==> src/hw/rtl/ffpa_pkg.sv <==
package ffpa_pkg;

    localparam int SIZE_W  = 16;
    localparam int SUM_W   = 20;
    localparam int BIDX_W  = 4;
    localparam int BCNT_W  = 5;
    localparam int MODE_W  = 2;
    localparam int IN_W    = 24;
    localparam int OUT_W   = 80;

    localparam logic [SUM_W-1:0] SUM_MAX = {SUM_W{1'b1}};

    localparam logic [MODE_W-1:0] MODE_LOAD   = 2'd0;
    localparam logic [MODE_W-1:0] MODE_ALLOC  = 2'd1;
    localparam logic [MODE_W-1:0] MODE_REPORT = 2'd2;

    // Result item, last field in the lowest bits.
    typedef struct packed {
        logic [1:0]        pad;
        logic              store_full;
        logic [SIZE_W-1:0] external_frag;
        logic [SUM_W-1:0]  free_total;
        logic [SUM_W-1:0]  internal_sum;
        logic [SIZE_W-1:0] leftover;
        logic [BIDX_W-1:0] chosen_block;
        logic              granted;
    } t_result;

endpackage

==> src/hw/rtl/ffpa_ram.sv <==
module ffpa_ram #(
    parameter int WIDTH = 16,
    parameter int DEPTH = 16
) (
    input  logic                                    i_clk,
    input  logic                                    i_we,
    input  logic [((DEPTH > 1) ? $clog2(DEPTH) : 1)-1:0] i_waddr,
    input  logic [WIDTH-1:0]                        i_wdata,
    input  logic [((DEPTH > 1) ? $clog2(DEPTH) : 1)-1:0] i_raddr,
    output logic [WIDTH-1:0]                        o_rdata
);

    logic [WIDTH-1:0] r_mem [DEPTH];
    logic [WIDTH-1:0] r_rdata;

    always_ff @(posedge i_clk) begin
        if (i_we) begin
            r_mem[i_waddr] <= i_wdata;
        end
        r_rdata <= r_mem[i_raddr];
    end

    assign o_rdata = r_rdata;

endmodule

==> src/hw/rtl/first_fit_partition_allocator.sv <==
// First-fit fixed-partition allocator.
// Input items arrive on the slave stream: tuser carries the mode (load, allocate,
// report), tdata the partition index and the size. Every item gives exactly one
// result item on the master stream. The partition count is set through the
// configuration write port; the user must write it only while the block is idle,
// which the block itself does not enforce. A load or an unused mode goes from
// idle straight to the finishing state. An allocate walks the partition sizes
// memory one entry per cycle, up to the first fit; the partitions examined are
// at most the partition count. A report walks the sizes memory and then the
// failed-request memory, up to the partitions and the failures stored.
// Each memory has a single read port, so both walks read one entry at a time.
// Only one item is in work at a time; o_s_tready is high while the sequencer is
// idle, and the next item is taken while a finished result still waits in the
// output register. If the receiver stalls, a finished result holds in its final
// state until the output register is free.
// Reset clears the used flags, the fragmentation sum, the failure count and the
// partition count; the memories hold only sizes and are not cleared, and the
// failed-request memory is read only at entries already written.
module first_fit_partition_allocator #(
    parameter int BLOCKS  = 16,
    parameter int PENDING = 64
) (
    input  logic                         i_clk,
    input  logic                         i_rst_n,
    input  logic                         i_s_tvalid,
    output logic                         o_s_tready,
    input  logic [ffpa_pkg::IN_W-1:0]    i_s_tdata,   // block_index[3:0], size[19:4]
    input  logic [ffpa_pkg::MODE_W-1:0]  i_s_tuser,   // mode[1:0]
    output logic                         o_m_tvalid,
    input  logic                         i_m_tready,
    // granted[0], chosen_block[4:1], leftover[20:5], internal_sum[40:21],
    // free_total[60:41], external_frag[76:61], store_full[77]
    output logic [ffpa_pkg::OUT_W-1:0]   o_m_tdata,
    input  logic                         i_cfg_we,
    input  logic [ffpa_pkg::BCNT_W-1:0]  i_cfg_wdata
);

    localparam int IDX_W = (BLOCKS > 1) ? $clog2(BLOCKS) : 1;
    localparam int CNT_W = $clog2(BLOCKS + 1);
    localparam int PA_W  = (PENDING > 1) ? $clog2(PENDING) : 1;
    localparam int FC_W  = $clog2(PENDING + 1);

    localparam logic [2:0] S_IDLE  = 3'd0;
    localparam logic [2:0] S_ALLOC = 3'd1;
    localparam logic [2:0] S_FREE  = 3'd2;
    localparam logic [2:0] S_PEND  = 3'd3;
    localparam logic [2:0] S_ACC   = 3'd4;
    localparam logic [2:0] S_FIN   = 3'd5;

    logic [2:0]                    r_state;
    logic [ffpa_pkg::BCNT_W-1:0]   r_block_count;
    logic [BLOCKS-1:0]             r_used;
    logic [ffpa_pkg::SUM_W-1:0]    r_frag;
    logic [FC_W-1:0]               r_fcount;
    logic [CNT_W-1:0]              r_scan;
    logic [FC_W-1:0]               r_fscan;
    logic [IDX_W-1:0]              r_chk_idx;
    logic                          r_chk_v;
    logic [ffpa_pkg::SIZE_W-1:0]   r_req;
    logic [ffpa_pkg::SUM_W-1:0]    r_tot;
    logic [ffpa_pkg::SIZE_W-1:0]   r_best;
    ffpa_pkg::t_result             r_res;
    ffpa_pkg::t_result             r_m_data;
    logic                          r_m_valid;

    logic [ffpa_pkg::SUM_W-1:0]    n_tot;
    logic [ffpa_pkg::SUM_W-1:0]    n_frag;
    logic [ffpa_pkg::SUM_W:0]      w_tot_sum;
    logic [ffpa_pkg::SUM_W:0]      w_frag_sum;
    logic [CNT_W-1:0]              w_n;
    logic                          w_in_acc;
    logic [ffpa_pkg::BIDX_W-1:0]   w_idx;
    logic [ffpa_pkg::SIZE_W-1:0]   w_size;
    logic                          w_idx_ok;
    logic                          w_blk_we;
    logic                          w_fail_we;
    logic                          w_hit;
    logic                          w_scan_more;
    logic                          w_room;
    logic [ffpa_pkg::SIZE_W-1:0]   w_blk_rdata;
    logic [ffpa_pkg::SIZE_W-1:0]   w_fail_rdata;
    logic                          w_out_load;
    ffpa_pkg::t_result             w_out;

    assign w_idx    = i_s_tdata[ffpa_pkg::BIDX_W-1:0];
    assign w_size   = i_s_tdata[ffpa_pkg::BIDX_W +: ffpa_pkg::SIZE_W];
    assign w_idx_ok = 32'(w_idx) < 32'(BLOCKS);
    assign w_in_acc = i_s_tvalid && o_s_tready;

    // A partition count beyond the storage acts as the full storage.
    always_comb begin
        if (32'(r_block_count) > 32'(BLOCKS)) begin
            w_n = CNT_W'(BLOCKS);
        end else begin
            w_n = CNT_W'(r_block_count);
        end
    end

    assign w_scan_more = r_scan < w_n;
    assign w_room      = 32'(r_fcount) < 32'(PENDING);
    assign w_hit       = r_chk_v && !r_used[r_chk_idx] && (w_blk_rdata >= r_req);

    // Memory writes happen only on acceptance or at the end of a walk, never in a
    // cycle where the same memory is being read for the current item.
    assign w_blk_we  = w_in_acc && (i_s_tuser == ffpa_pkg::MODE_LOAD) && w_idx_ok;
    assign w_fail_we = (r_state == S_ALLOC) && !r_chk_v && !w_scan_more && w_room;

    assign w_tot_sum  = {1'b0, r_tot} + (ffpa_pkg::SUM_W + 1)'(w_blk_rdata);
    assign w_frag_sum = {1'b0, r_frag} + (ffpa_pkg::SUM_W + 1)'(r_res.leftover);
    assign n_tot  = w_tot_sum[ffpa_pkg::SUM_W]  ? ffpa_pkg::SUM_MAX
                                                : w_tot_sum[ffpa_pkg::SUM_W-1:0];
    assign n_frag = w_frag_sum[ffpa_pkg::SUM_W] ? ffpa_pkg::SUM_MAX
                                                : w_frag_sum[ffpa_pkg::SUM_W-1:0];

    // The finished result moves to the output register once that register is free.
    assign w_out_load = (r_state == S_FIN) && (!r_m_valid || i_m_tready);

    always_comb begin
        w_out              = r_res;
        w_out.internal_sum = r_frag;
    end

    ffpa_ram #(
        .WIDTH (ffpa_pkg::SIZE_W),
        .DEPTH (BLOCKS)
    ) u_size_ram (
        .i_clk   (i_clk),
        .i_we    (w_blk_we),
        .i_waddr (IDX_W'(w_idx)),
        .i_wdata (w_size),
        .i_raddr (r_scan[IDX_W-1:0]),
        .o_rdata (w_blk_rdata)
    );

    ffpa_ram #(
        .WIDTH (ffpa_pkg::SIZE_W),
        .DEPTH (PENDING)
    ) u_fail_ram (
        .i_clk   (i_clk),
        .i_we    (w_fail_we),
        .i_waddr (r_fcount[PA_W-1:0]),
        .i_wdata (r_req),
        .i_raddr (r_fscan[PA_W-1:0]),
        .o_rdata (w_fail_rdata)
    );

    always_ff @(posedge i_clk) begin
        if (!i_rst_n) begin
            r_state       <= S_IDLE;
            r_block_count <= '0;
            r_used        <= '0;
            r_frag        <= '0;
            r_fcount      <= '0;
            r_chk_v       <= 1'b0;
            r_m_valid     <= 1'b0;
        end else begin
            if (i_cfg_we) begin
                r_block_count <= i_cfg_wdata;
            end
            if (w_out_load) begin
                r_m_valid <= 1'b1;
            end else if (r_m_valid && i_m_tready) begin
                r_m_valid <= 1'b0;
            end

            unique case (r_state)
                S_IDLE: begin
                    if (i_s_tvalid) begin
                        r_res   <= '0;
                        r_req   <= w_size;
                        r_scan  <= '0;
                        r_fscan <= '0;
                        r_chk_v <= 1'b0;
                        r_tot   <= '0;
                        r_best  <= '0;
                        unique case (i_s_tuser)
                            ffpa_pkg::MODE_LOAD: begin
                                if (w_idx_ok) begin
                                    r_used[IDX_W'(w_idx)] <= 1'b0;
                                end
                                r_state <= S_FIN;
                            end
                            ffpa_pkg::MODE_ALLOC:  r_state <= S_ALLOC;
                            ffpa_pkg::MODE_REPORT: r_state <= S_FREE;
                            default:               r_state <= S_FIN;
                        endcase
                    end
                end
                S_ALLOC: begin
                    // One read is issued per cycle; the entry read in the previous
                    // cycle is checked against the request.
                    if (w_hit) begin
                        r_used[r_chk_idx]   <= 1'b1;
                        r_res.granted       <= 1'b1;
                        r_res.chosen_block  <= ffpa_pkg::BIDX_W'(r_chk_idx);
                        r_res.leftover      <= w_blk_rdata - r_req;
                        r_state             <= S_ACC;
                    end else if (w_scan_more) begin
                        r_chk_idx <= r_scan[IDX_W-1:0];
                        r_chk_v   <= 1'b1;
                        r_scan    <= r_scan + 1'b1;
                    end else if (r_chk_v) begin
                        r_chk_v <= 1'b0;
                    end else begin
                        if (w_room) begin
                            r_fcount <= r_fcount + 1'b1;
                        end else begin
                            r_res.store_full <= 1'b1;
                        end
                        r_state <= S_FIN;
                    end
                end
                S_FREE: begin
                    if (r_chk_v && !r_used[r_chk_idx]) begin
                        r_tot <= n_tot;
                    end
                    if (w_scan_more) begin
                        r_chk_idx <= r_scan[IDX_W-1:0];
                        r_chk_v   <= 1'b1;
                        r_scan    <= r_scan + 1'b1;
                    end else if (r_chk_v) begin
                        r_chk_v <= 1'b0;
                    end else begin
                        r_state <= S_PEND;
                    end
                end
                S_PEND: begin
                    if (r_chk_v && (ffpa_pkg::SUM_W'(w_fail_rdata) <= r_tot)
                            && (w_fail_rdata > r_best)) begin
                        r_best <= w_fail_rdata;
                    end
                    if (r_fscan < r_fcount) begin
                        r_chk_v <= 1'b1;
                        r_fscan <= r_fscan + 1'b1;
                    end else if (r_chk_v) begin
                        r_chk_v <= 1'b0;
                    end else begin
                        r_res.free_total    <= r_tot;
                        r_res.external_frag <= r_best;
                        r_state             <= S_FIN;
                    end
                end
                S_ACC: begin
                    r_frag  <= n_frag;
                    r_state <= S_FIN;
                end
                S_FIN: begin
                    if (w_out_load) begin
                        r_m_data <= w_out;
                        r_state  <= S_IDLE;
                    end
                end
                default: r_state <= S_IDLE;
            endcase
        end
    end

    assign o_s_tready = (r_state == S_IDLE);
    assign o_m_tvalid = r_m_valid;
    assign o_m_tdata  = r_m_data;

    a_fin_hold: assert property (@(posedge i_clk) disable iff (!i_rst_n)
        (r_state == S_FIN && r_m_valid && !i_m_tready) |=>
            (r_state == S_FIN && o_m_tvalid))
        else $error("finished result did not wait for the output register");

    a_fcount: assert property (@(posedge i_clk) disable iff (!i_rst_n)
        32'(r_fcount) <= 32'(PENDING))
        else $error("failure count beyond the store depth");

    a_out_excl: assert property (@(posedge i_clk) disable iff (!i_rst_n)
        o_m_tvalid |-> !(r_m_data.granted && r_m_data.store_full))
        else $error("result both granted and dropped");

    a_frag_mono: assert property (@(posedge i_clk) disable iff (!i_rst_n)
        $past(i_rst_n) |-> (r_frag >= $past(r_frag)))
        else $error("fragmentation sum decreased");

endmodule
==> config.mk <==
export PLATFORM = sky130hd
export DESIGN_NAME = first_fit_partition_allocator
export DESIGN_NICKNAME = d
export VERILOG_FILES = /design/src/hw/rtl/ffpa_pkg.sv /design/src/hw/rtl/ffpa_ram.sv /design/src/hw/rtl/first_fit_partition_allocator.sv
export SDC_FILE = /design/constraint.sdc
export NUM_CORES = 2
export LEC_CHECK = 0
export ABC_AREA = 1
export BUFFER_PORTS_ARGS = -buffer_cell sky130_fd_sc_hd__buf_4
export CORE_ASPECT_RATIO = 0.5
export CORE_MARGIN = 1.5
export CORE_UTILIZATION = 45
export CTS_CLUSTER_DIAMETER = 40
export CTS_CLUSTER_SIZE = 25
export DETAILED_ROUTE_END_ITERATION = 8
export RECOVER_POWER = 100
export SYNTH_ARGS = -nofsm -noshare
export SYNTH_HDL_FRONTEND = slang
export SYNTH_SLANG_ARGS = --single-unit
export TNS_END_PERCENT = 1
==> constraint.sdc <==
create_clock -name i_clk -period 12.5 [get_ports i_clk]
set_input_delay 2.5 -clock i_clk [delete_from_list [all_inputs] [get_ports i_clk]]
set_output_delay 2.5 -clock i_clk [all_outputs]
set_load 0.01 [all_outputs]
Word level (Yosys, flattened, before mapping)
Memories as Yosys holds them, arrays and structs flattened. A register that Yosys moved wholly into a read port is not among the register bits.
Cells that the tools add are included.
{ "word_totals": {"register_bits": 257, "ramBits": 1280, "in_bits": 36, "out_inout_bits": 82, "wordCells": 176, "memories": 2} }
{ "classes": {"n_addsub": 6, "n_lt_le_gt_ge": 11, "n_eq_ne": 23, "n_mux": 61, "bitwise_logic": 6, "n_reduce_logical": 41} }
{ "mem_list": {"columns": ["memory", "words", "word_bits", "read_ports", "rd_ports_with_merged_regs", "write_ports", "line_no", "rtl"], "rows": [
  ["u_fail_ram.r_mem", 64, 16, 1, 1, 1, "ffpa_ram.sv:13", "logic [WIDTH-1:0] r_mem [DEPTH];"],
  ["u_size_ram.r_mem", 16, 16, 1, 1, 1, "ffpa_ram.sv:13", null]
]} }
{ "ops": {"columns": ["operator", "n"], "rows": [
  ["16-bit two-way mux", 5],
  ["20-bit two-way mux", 4],
  ["78-bit two-way mux", 1],
  ["36-bit two-way mux", 2],
  ["36-bit one-hot mux with 2 select lines", 1],
  ["16-bit one-hot mux with 2 select lines", 2],
  ["20-bit by 16-bit adder with 21-bit output", 2],
  ["21-bit one-hot mux with 2 select lines", 1],
  ["20-bit one-hot mux with 2 select lines", 1],
  ["2-bit != test, second input constant", 14],
  ["3-bit two-way mux", 8],
  ["4-bit AND reduction", 6],
  ["21-bit two-way mux", 1],
  ["16-bit by 20-bit <= comparator with 1-bit output", 1],
  ["5-bit two-way mux", 4],
  ["3-bit one-hot mux with 6 select lines", 1],
  ["1-bit two-way mux", 17],
  ["16-bit bitwise AND", 1],
  ["16-bit greater-or-equal comparator", 1],
  ["16-bit > comparator", 1],
  ["16-bit inverter", 1],
  ["16-bit OR", 1],
  ["16-bit subtractor", 1],
  ["5-bit one-hot mux with 3 select lines", 1],
  ["37 further kinds", 70]
]} }

Logic depth before layout (Yosys ltp)
{ "logic_depth": {"ltp_word": 9, "mapped_depth": 16, "ltp_nobuf": 16} }

Cells and area by module
A second synthesis with hierarchy kept.
{ "hier_totals": {"hier_cells": 6060, "hier_area_um2": 67018.0} }
{ "by_module_without_submodules": {"columns": ["module", "instances", "cells_per_inst", "area_each_um2", "seq_area_each_um2"], "rows": [
  ["ffpa_ram (u_fail_ram)", 1, 3534, 42140.4, 31069.8],
  ["first_fit_partition_allocator", 1, 1452, 13496.7, 7186.9],
  ["ffpa_ram (u_size_ram)", 1, 1074, 11380.9, 8007.7]
]} }

Worst setup path before layout
OpenSTA, ideal clock, no wires.
{ "synth_path": {"kind": "input to register", "start": "input port i_rst_n", "end": "register r_m_data (netlist bit o_m_tdata[0]), enable pin", "setup_time_ps": 514, "arrival_ps": 6314, "required_ps": 11986, "setup_slack_ps": 5671, "stages": 4, "path_buffers": 2, "path_cell_list": "clkbuf_1 -> clkbuf_1 -> nand2_1 -> nor2_1"} }
{ "synth_between": {"elab_chain_cells": 1} }
{ "synth_lines": {"columns": ["item", "line_no", "rtl"], "rows": [
  ["start: declaration", "first_fit_partition_allocator.sv:24", "input logic i_rst_n,"],
  ["3-bit AND reduction (no source line)", null, null],
  ["end signal: assignment", "first_fit_partition_allocator.sv:249", "r_m_data <= w_out;"],
  ["end: declaration", "first_fit_partition_allocator.sv:63", "ffpa_pkg::t_result r_m_data;"]
]} }
Every way passes these cells.
A chain may end at the register's enable or synchronous reset.

==> summary.md <==
| Metric | Value |
|---|---|
| CP required | `13.07 ns` |
| Synth Warn # | `0` |
| Final worst path period need | `7.28 ns` |
| Global route overflow | `0` |
| Row count | `97` |
| Peak VDD IR | `0.127 mV` |
| First-pass detailed-route iteration total | `5` |
| CTS Sinks | `1569` |
| CTS clk-pin slew, worst paths | `0.07 ns` |
| Synth area leaders | `edfxtp_1 70%, nor2_1 5.4%, o21ai_0 5.2%, dfxtp_1 2.7%, nand2_1 2.6%` |
| DIE HEIGHT | `269 um` |
| Setup Buffers After CTS | `0` |
| Post-CTS sizing | `0` |
| Number of vias per cell | `5.74` |
| Fin crit share | `58.2%` |
| IO Pins | `118` |
| Nets@finish | `5309` |
| Cell taking the most area after synthesis | `edfxtp_1` |
| Per-cell routed wire length | `23.1 um` |
| Setup CP Type | `reg2reg` |
| Worst path most repeated cell | `clkbuf_1` |
| Critical path data arrival time | `7.85 ns` |
| Met1 Wirelength | `72600 um` |
| Mean post-synth cell area | `12.6 sq um` |
| Critical Path, Cell by Cell | `clkbuf_1 -> inv_1 -> clkbuf_1 -> nor2_1 -> o32ai_1 -> o211ai_1 -> nand3_1` |
| Metal2 WL | `76400 um` |
| Final HPWL DP | `93700 um` |
| Mapped Area | `63700 sq um` |
| Initial antenna violation count | `2` |
| Leakage | `23.4 nW` |
| IO Port Bufs | `111` |
| DR WL met3 | `11800 um` |
| Vias | `41100` |
| RSZ-0062 raised after global routing | `no` |
| Final weighted congestion in routability-driven placement | `0.897` |
| Count leader, synth | `edfxtp_1` |
| Global Route Usage Sum | `22.8%` |
| Area of the multi-input gates | `15500 sq um` |
| CTS root buffer | `clkbuf_16` |
| Slowest CP cell | `clkbuf_1` |
| EDFF count, synth | `1484` |
| Max cap viols | `29` |
| Final routed DRC violation total | `0` |
| Core area | `140000 sq um` |
| Top Layer Used | `met4` |
| Failing checks | `max-capacitance violations, max-slew violations` |
| CTS tree | `done` |
| Synth unique cells | `52` |
| Skew final | `0.0363 ns` |
| Chip Width | `535 um` |
| Starting density of the core | `45.4%` |
| Pwr Density | `205 nW/um^2` |
| Register area share after synthesis | `72.6%` |
| CP max FO | `66` |
| Synth async-reset ratio | `0%` |
| Setup TNS | `0 ns` |
| Post-Syn Instances | `5076` |
| Slew margin rel. | `-183%` |
| Layout area overhead | `11.0%` |
| Die ar. | `144000 sq um` |
| First-pass GRT wire length | `247000 um` |
| Post-detailed-route count of antenna-violating nets | `0` |
| Largest net degree at the start of global routing | `207` |
| Fillcell total | `12200` |
| H-tree depth | `4` |
| Post-route total power | `14.5 mW` |
| CP Launch Type | `flip-flop` |
| Top cells by count, synth | `1484 x edfxtp_1, 912 x nor2_1, 664 x o21ai_0` |
| Share of the synthesized area in the top cell type | `69.9%` |
| R2R setup slack | `5.22 ns` |
| Pins Over Slew Limit | `1603` |
| Main synth FF type | `edfxtp_1` |
| Slowest stage delay, CP | `2.36 ns` |
| Share of layout cells above drive strength 1 | `5.45%` |
| Final Hold Viols | `0` |
| Worst Hold Class | `reg2reg` |
| Number of global-route vias before repair | `39800` |
| CTS buffer count | `138` |
| Peak Freq | `137 MHz` |
| Clk Latency, worst-skew pair | `0.78 ns` |
| Total wire length | `166000 um` |
| CP endpoint kind | `flip-flop` |
| Least-Margin Pin Slew | `4.24 ns` |
| Final setup fails | `0` |
| Synthesis-stage register bit count | `1569` |
| Iter 0 DRT Violations | `4466` |
| Run status | `finished, violations left` |
| Clock Path Buffers | `3` |
| # hold bufs at CTS | `0` |
| Seq. cell area | `46300 sq um` |
## cell usage in the layout, fill, tap and decap left out, types with 16 or more instances in the layout
| cell | instances |
|---|---|
| a21oi_1 | 180 |
| buf_4 | 34 |
| clkbuf_1 | 215 |
| clkbuf_16 | 145 |
| dfxtp_1 | 85 |
| edfxtp_1 | 1484 |
| ha_1 | 96 |
| inv_1 | 187 |
| inv_6 | 22 |
| inv_8 | 19 |
| mux2i_1 | 28 |
| nand2_1 | 442 |
| nand3_1 | 206 |
| nand4_1 | 40 |
| nor2_1 | 911 |
| nor3_1 | 16 |
| o211ai_1 | 49 |
| o21ai_0 | 666 |
| o221ai_1 | 114 |
| o22ai_1 | 155 |
| o32ai_1 | 38 |
## layer usage
metal | vias up | global-route usage, %
met3 | 255 | 3.60
met2 | 1454 | 35.5
met1 | 20500 | 32.6
met5 | - | 0
li1 | 18900 | -
met4 | 0 | 7.60
## critical path: cells and delay by family (launching register included)
kind | cells | cell delay (ns)
compound gates | 2 | 0.56
buf+inv | 3 | 5.48
simple gates | 2 | 0.65
flops | 1 | 0.32
## sequential cells by signal, summed over array words and instances (netlist names)
name / cells
r_res: 58
r_block_count: 5
r_chk_idx: 4
u_size_ram.o_rdata: 16
r_tot: 20
r_chk_v: 1
r_frag: 20
r_used: 16
r_fcount: 7
o_m_tvalid: 1
u_fail_ram.r_mem: 1024
o_m_tdata: 78
r_req: 16
u_fail_ram.o_rdata: 16
r_best: 16
r_state: 3
u_size_ram.r_mem: 256
r_scan: 5
r_fscan: 7
## per-stage QoR
stage | util [%] | cells | instance area, sq um | hold WS [ns] | setup WS [ns]
6_report | 50.4 | 7169 | 70800 | 0.419 | 5.22
3_5_place_dp | 47.6 | 6915 | 66800 | 0.406 | 7.94
4_1_cts | 51.1 | 7168 | 71600 | 0.422 | 8.04
5_1_grt | 50.4 | 7168 | 70800 | 0.429 | 4.51
3_3_place_gp | 47.6 | 6915 | 66800 | 0.407 | 8.00
2_1_floorplan | - | 5077 | 63700 | 0.400 | 5.67
## cells by family (layout without fill, tap and decap cells)
family,Yosys count,after routing,synth area share [%]
AOI/OAI and AO/OA,1239,1239,11.3
xor gates and xnor gates,26,26,0.357
adders and majority gates,99,99,1.98
buffers and inverters,484,694,3.03
DFF,1569,1569,72.6
muxes,28,28,0.440
other,1,3,0.00588
and+or+nand+nor,1630,1630,10.3
## worst paths after layout
kind | start | to | cells after the start
hold reg to reg | r_res[49]$_SDFFCE_PN0P_ | o_m_tdata[49]$_DFFE_PP_ | 0
setup / recovery | r_scan[0]$_SDFFCE_PP0P_ | u_size_ram.o_rdata[10]$_DFF_P_ | 7
hold / removal | r_res[49]$_SDFFCE_PN0P_ | o_m_tdata[49]$_DFFE_PP_ | 0
setup reg to reg | r_scan[0]$_SDFFCE_PP0P_ | u_size_ram.o_rdata[10]$_DFF_P_ | 7
## report_power, final
group / total (mW) / internal [mW] / switching (mW)
Clock: 4.52 / 2.45 / 2.06
Sequential: 6.36 / 6.17 / 0.198
Combinational: 3.61 / 1.03 / 2.59
## area by class of cell
cell class                 count  share of cell area [%]
antenna                        1                 0.00354
clock buffer                 155                    5.21
clock inverter                98                    1.60
inverter                     197                    1.06
multi-input combinational   3024                    21.9
sequential                  1569                    65.4
tap                         1881                    3.33
timing repair buffer         244                    1.54
No activity file was read; power rests on OpenSTA's default activity.
